==> src/hw/rtl/lor_pkg.sv <==
// Package for the largest ones rectangle unit.
// Holds default sizes, register indexes, controller states and the command/status structs.
`default_nettype none

package lor_pkg;

  localparam int DEF_MAX_COLS = 64;
  localparam int DEF_MAX_ROWS = 64;

  localparam int CFG_DATA_W  = 7;
  localparam int CFG_INDEX_W = 1;
  localparam logic [CFG_INDEX_W-1:0] REG_GRID_WIDTH  = 1'b0;
  localparam logic [CFG_INDEX_W-1:0] REG_GRID_HEIGHT = 1'b1;
  localparam logic [CFG_DATA_W-1:0]  GRID_SIZE_RESET = 7'd64;

  localparam int IN_DATA_W    = 8;
  localparam int OUT_DATA_W   = 40;
  localparam int TOP_ROW_W    = 6;
  localparam int RIGHT_COL_W  = 6;
  localparam int RECT_WIDTH_W = 7;
  localparam int RECT_HEIGHT_W = 7;
  localparam int RECT_AREA_W  = 13;

  typedef enum logic [3:0] {
    ST_LOAD,
    ST_MOD,
    ST_COL,
    ST_RD,
    ST_EVAL,
    ST_CMP,
    ST_POPW,
    ST_MUL,
    ST_BEST,
    ST_OUT
  } lor_state_t;

  typedef struct packed {
    logic load;
    logic mod_start;
    logic mod_step;
    logic scan_init;
    logic col_init;
    logic rd;
    logic eval;
    logic pop;
    logic popw;
    logic push;
    logic mul;
    logic best;
    logic adv_row;
    logic next_col;
    logic out_load;
  } lor_cmd_t;

  typedef struct packed {
    logic width_wr;
    logic mod_done;
    logic pop_cond;
    logic pop_more;
    logic pass_down;
    logic r_last;
    logic c_last;
    logic out_busy;
  } lor_status_t;

endpackage

`default_nettype wire

==> src/hw/rtl/lor_ctrl.sv <==
// Controller FSM for the largest ones rectangle unit: load, width re-sync and column scans.
// Depends on lor_pkg.
`default_nettype none

module lor_ctrl
  import lor_pkg::*;
(
  input  wire logic        clk,
  input  wire logic        rst,
  input  wire logic        s_tvalid,
  input  wire logic        s_tlast,
  output logic             s_tready,
  input  wire lor_status_t status,
  output lor_cmd_t         cmd
);

  lor_state_t state, state_next;

  always_ff @(posedge clk) begin
    if (rst) begin
      state <= ST_LOAD;
    end else begin
      state <= state_next;
    end
  end

  always_comb begin
    state_next = state;
    cmd = '0;
    s_tready = 1'b0;
    unique case (state)
      ST_LOAD: begin
        s_tready = !status.width_wr;
        if (status.width_wr) begin
          cmd.mod_start = 1'b1;
          state_next = ST_MOD;
        end else if (s_tvalid) begin
          cmd.load = 1'b1;
          if (s_tlast) begin
            cmd.scan_init = 1'b1;
            state_next = ST_COL;
          end
        end
      end
      ST_MOD: begin
        if (status.width_wr) begin
          cmd.mod_start = 1'b1;
        end else if (status.mod_done) begin
          state_next = ST_LOAD;
        end else begin
          cmd.mod_step = 1'b1;
        end
      end
      ST_COL: begin
        cmd.col_init = 1'b1;
        state_next = ST_RD;
      end
      ST_RD: begin
        cmd.rd = 1'b1;
        state_next = ST_EVAL;
      end
      ST_EVAL: begin
        cmd.eval = 1'b1;
        state_next = ST_CMP;
      end
      ST_CMP: begin
        if (status.pop_cond) begin
          cmd.pop = 1'b1;
          if (status.pop_more) begin
            state_next = ST_POPW;
          end
        end else begin
          cmd.push = 1'b1;
          state_next = status.pass_down ? ST_MUL : ST_RD;
        end
      end
      ST_POPW: begin
        cmd.popw = 1'b1;
        state_next = ST_CMP;
      end
      ST_MUL: begin
        cmd.mul = 1'b1;
        state_next = ST_BEST;
      end
      ST_BEST: begin
        cmd.best = 1'b1;
        if (!status.r_last) begin
          cmd.adv_row = 1'b1;
          state_next = ST_RD;
        end else if (status.c_last) begin
          state_next = ST_OUT;
        end else begin
          cmd.next_col = 1'b1;
          state_next = ST_COL;
        end
      end
      ST_OUT: begin
        if (!status.out_busy) begin
          cmd.out_load = 1'b1;
          state_next = ST_LOAD;
        end
      end
      default: begin
        state_next = ST_LOAD;
      end
    endcase
  end

endmodule

`default_nettype wire

==> config.mk <==
export PLATFORM = sky130hd
export DESIGN_NAME = lor_ctrl
export DESIGN_NICKNAME = d
export VERILOG_FILES = /design/src/hw/rtl/lor_pkg.sv /design/src/hw/rtl/lor_ctrl.sv
export SDC_FILE = /design/constraint.sdc
export NUM_CORES = 1
export LEC_CHECK = 0
export CELL_PAD_IN_SITES_DETAIL_PLACEMENT = 0
export CELL_PAD_IN_SITES_GLOBAL_PLACEMENT = 2
export CORE_MARGIN = 10
export CORE_UTILIZATION = 29
export DETAILED_ROUTE_END_ITERATION = 10
export DONT_BUFFER_PORTS = 1
export PLACE_DENSITY = 0.8
export SYNTH_ARGS = -nofsm -noshare
export SYNTH_HDL_FRONTEND = slang
export SYNTH_SLANG_ARGS = --single-unit
==> constraint.sdc <==
create_clock -name clk -period 1.4 [get_ports clk]
set_input_delay 0.28 -clock clk [delete_from_list [all_inputs] [get_ports clk]]
set_output_delay 0.28 -clock clk [all_outputs]
set_load 0.01 [all_outputs]
Word-level counts from Yosys, hierarchy flattened
Cells that the tools add are included.

Bits in registers: 4. Bits of input ports: 12. Output and inout bits: 16. Logic and storage cells: 61.

Equality and inequality tests: 15. Mux-type cells: 40. Reduce and logical (&&, ||, !) cells: 5.

Operators by type and width (number): 4-bit 2-to-1 mux (10); 4-bit one-hot mux with 9 select lines (1); 1-bit 2-to-1 mux (27); 4-bit by 3-bit == test with 1-bit output (second input constant) (4); 3-bit inequality test (second input constant) (3); 4-bit by 2-bit == test with 1-bit output (second input constant) (2); 4-bit == test (second input constant) (2); 3-bit 2-to-1 mux (2); 2-bit inequality test (second input constant) (3); 6-bit AND reduction (1); 4-bit by 1-bit == test with 1-bit output (second input constant) (1); 4-bit zero test (1); 2-bit OR reduction (2); 1-bit zero test (1).

Depth between registers and ports, before layout
Word-level depth: 4. Depth in mapped cells: 5. Depth with buffers taken out: 3.

Least setup slack after synthesis
OpenSTA, ideal clock, no wires.

Kind: register -> output. From: register state[3]. To: output cmd[11] (netlist name). Data arrival time: 1.204 ns. Required time: 1.120 ns. Path slack: -0.084 ns. Cell stages (with the launch flop): 4. Buffers on the path: 0. Cells stage by stage: dfxtp_1 > or3_1 > nor3_2 > and3_1.

RTL lines: start: declaration (RTL line lor_ctrl.sv:17) `lor_state_t state, state_next;`; start signal: assignment (RTL line lor_ctrl.sv:23) `state <= state_next;`; end: declaration (RTL line lor_ctrl.sv:14) `output lor_cmd_t cmd`.

==> key figures <==
Outcome
  • Status: finished, violations left
  • Failing checks: setup timing

Cells and area
  • Register Area: 88.84 sq um
  • Layout area overhead: 77.07%
  • ANT cells: 0
  • Share of cells above drive strength 1: about 66%
  • Commonest non-fill, non-tap cell in the layout: buf_4
  • Layout fillers: 131
  • Largest regs: state: 4 flops
  • Max reg flops: 4
  • Multi-input combinational cell area: 457.9 sq um
  • Net count, final: 99
  • Commonest non-fill, non-tap cells in the layout: buf_4, buf_6, a21oi_1
  • Biggest register: state

Clocking
  • H-tree depth: 1
  • CTS sink count: 4
  • CTS buffer count: 3
  • CTS root buffer: clkbuf_4
  • Clk slew on worst S/H paths: 40 ps
  • CTS tree: yes
  • Worst skew pair latency: 230 ps
  • Clock Path Buffers: 2

Logic synthesis
  • Async SR Flop Fraction: 0%
  • Post-Synthesis Cells: 62
  • Cell area after synthesis: 469.2 sq um
  • Avg Cell Area, Syn: roughly 7.6 sq um
  • Syn Nets: 74
  • Part of the Yosys area used for sequential elements: about 17%
  • FF+latch count, synth: 4
  • Post-synth EDFFs: 0
  • Synth Flop Type: dfxtp_1
  • Yosys cell types: 35
  • Synth warnings: 0

Setup path
  • Worst Setup SP: state[2]
  • CP Max Fanout: 3
  • CP startpoint kind: flop
  • Critical path class: flop to primary output
  • WP data arrival: 1310 ps
  • Crit. End Element: primary output
  • Req. time, crit path: 1120 ps
  • R2r startpoint: state[1]
  • RR Endpoint: state[0]
  • Worst Reg-to-Reg Cells: 5
  • Worst reg2reg setup slack: -60 ps

Global routing
  • Grt ovf: 0
  • First-pass GRT wire length: about 2700 microns
  • Largest net degree at the start of global routing: 20
  • Vias in the first global route: slightly above 600
  • GRT Resource Usage Total: 9.722%
  • Initial antenna violation count: 0

STA
  • Setup TNS: -1442 ps
  • Fin Clk Skew: roughly 4.8 ps
  • Finish-stage setup viols: 14
  • Slew Limit Headroom: 75.20%
  • Hold Fails Final Rpt: 0
  • Worst-Margin Slew: 371.3 ps
  • Max Slew Vio Count: 0
  • Max Freq: between 600 and 700 MHz
  • WHS: 122.5 ps
  • Worst setup margin: -191.9 ps
  • Final period utilization: 113.7%
  • Fin crit period: 1592 ps
  • RSZ-0062 raised after global routing: true

Pwr
  • Leakage Power: 0.3506 nW
  • VDD IR max: 0.2936 mV
  • Power Dens Cells: 660.9 nW/um^2
  • Power Total: 549.1 uW

Floorplanning
  • Io pins: 28
  • Die H: 60.23 microns
  • Core Area: 1524 sq um
  • Die area: 3627 sq um
  • Starting density of the core: between 30% and 40%
  • Chip width: 60.23 microns
  • Cell row count: 14

Routing
  • Highest routed layer: met4
  • Drt first-iter violations: 8
  • Via-to-Cell Ratio: approximately 5.7
  • Post-DRT Antenna Nets: 0
  • WL final: between 1500 and 2000 microns
  • Total number of vias: 573
  • M1 WL: a little under 700 microns
  • Routed met3 length: 113 microns
  • Drt pass-1 iters: 4
  • Residual DRC: 0
  • Met2 WL post-DR: 892 microns
  • WL/cell: 16.94 microns

Place
  • Dpl ws: about 17 ps
  • Dpl hpwl: 1226 microns
  • Placer congestion estimate: 0.8110
  • Port Buf Inserts: 0

Hold path
  • Hold Path Cell Cnt: 1
  • Hold Crit Start: rst
  • HP Class: input pin to flop
  • Hold Path End: state[3]

Job
  • Maximum Capacitance Violations: 0
==> worst max path at each step <==
stage	to	slack, ps	cells past startpoint
2_1_floorplan	cmd[11]	-20	3
3_3_place_gp	cmd[0]	30	3
3_5_place_dp	cmd[11]	20	3
4_1_cts	cmd[11]	-190	3
5_1_grt	cmd[11]	-250	3
6_report	cmd[11]	-190	3
==> stage by stage <==
stage          std cells  util (%)  cell area (sq um)
6_report             101     54.52              830.8
5_1_grt              101     54.52              830.8
4_1_cts               98     50.33              767.0
3_5_place_dp          91     41.87              638.1
3_3_place_gp          91     41.87              638.1
2_1_floorplan         62         -              494.2
==> cells in the mapped netlist, drive strengths merged (2+ instances only) <==
master / count / area (sq um)
nor4b: 3 / 32.53
a21oi: 4 / 20.02
nor2: 4 / 15.01
buf: 4 / 20.02
nand2b: 3 / 18.77
and2: 2 / 12.51
o21ai: 2 / 10.00
and3: 2 / 12.51
nor3: 6 / 35.03
a2111oi: 2 / 30.03
inv: 4 / 15.02
dfxtp: 4 / 80.08
nand2: 4 / 15.01
==> report_power, final <==
group	total, mW	internal, mW	switching [mW]
Combinational	0.266	0.147	0.119
Clock	0.141	0.0957	0.0451
Sequential	0.142	0.125	0.0174
==> repair_timing <==
action / in CTS / in global routing
buffers inserted: 4 / 3
hold buffers: 0 / 0
hold endpoints to repair: 0 / 0
cloned: 0 / 0
pin swaps: 8 / 5
resized for setup: 19 / 11
setup endpoints to repair: 16 / 18
==> per-layer routing <==
metal	GRT usage (%)	up-vias
li1	-	282
met1	10.01	268
met2	15.88	21
met3	2.331	2
met4	8.654	0
met5	0	-
==> critical path: stages, from the launching register on <==
cell and delay, ps:
dfxtp_2 310, or3_4 390, nor3_4 150, and3_4 220
==> cell type report <==
type	instances	area share, %
Clock buffer	3	2.711
Inverter	4	1.807
Multi-Input combinational cell	49	55.12
Sequential cell	4	10.69
Tap cell	16	2.410
Timing Repair Buffer	25	27.26
==> cells by family (layout without fill, tap and decap cells) <==
group                  after synthesis  in the layout  share of synthesized area, %
and+or+nand+nor                     33             33                         44.80
AOI/OAI and AO/OA                   16             16                         29.87
buffers and inverters                9             32                         8.267
DFF                                  4              4                         17.07
No activity file was read; power rests on OpenSTA's default activity.
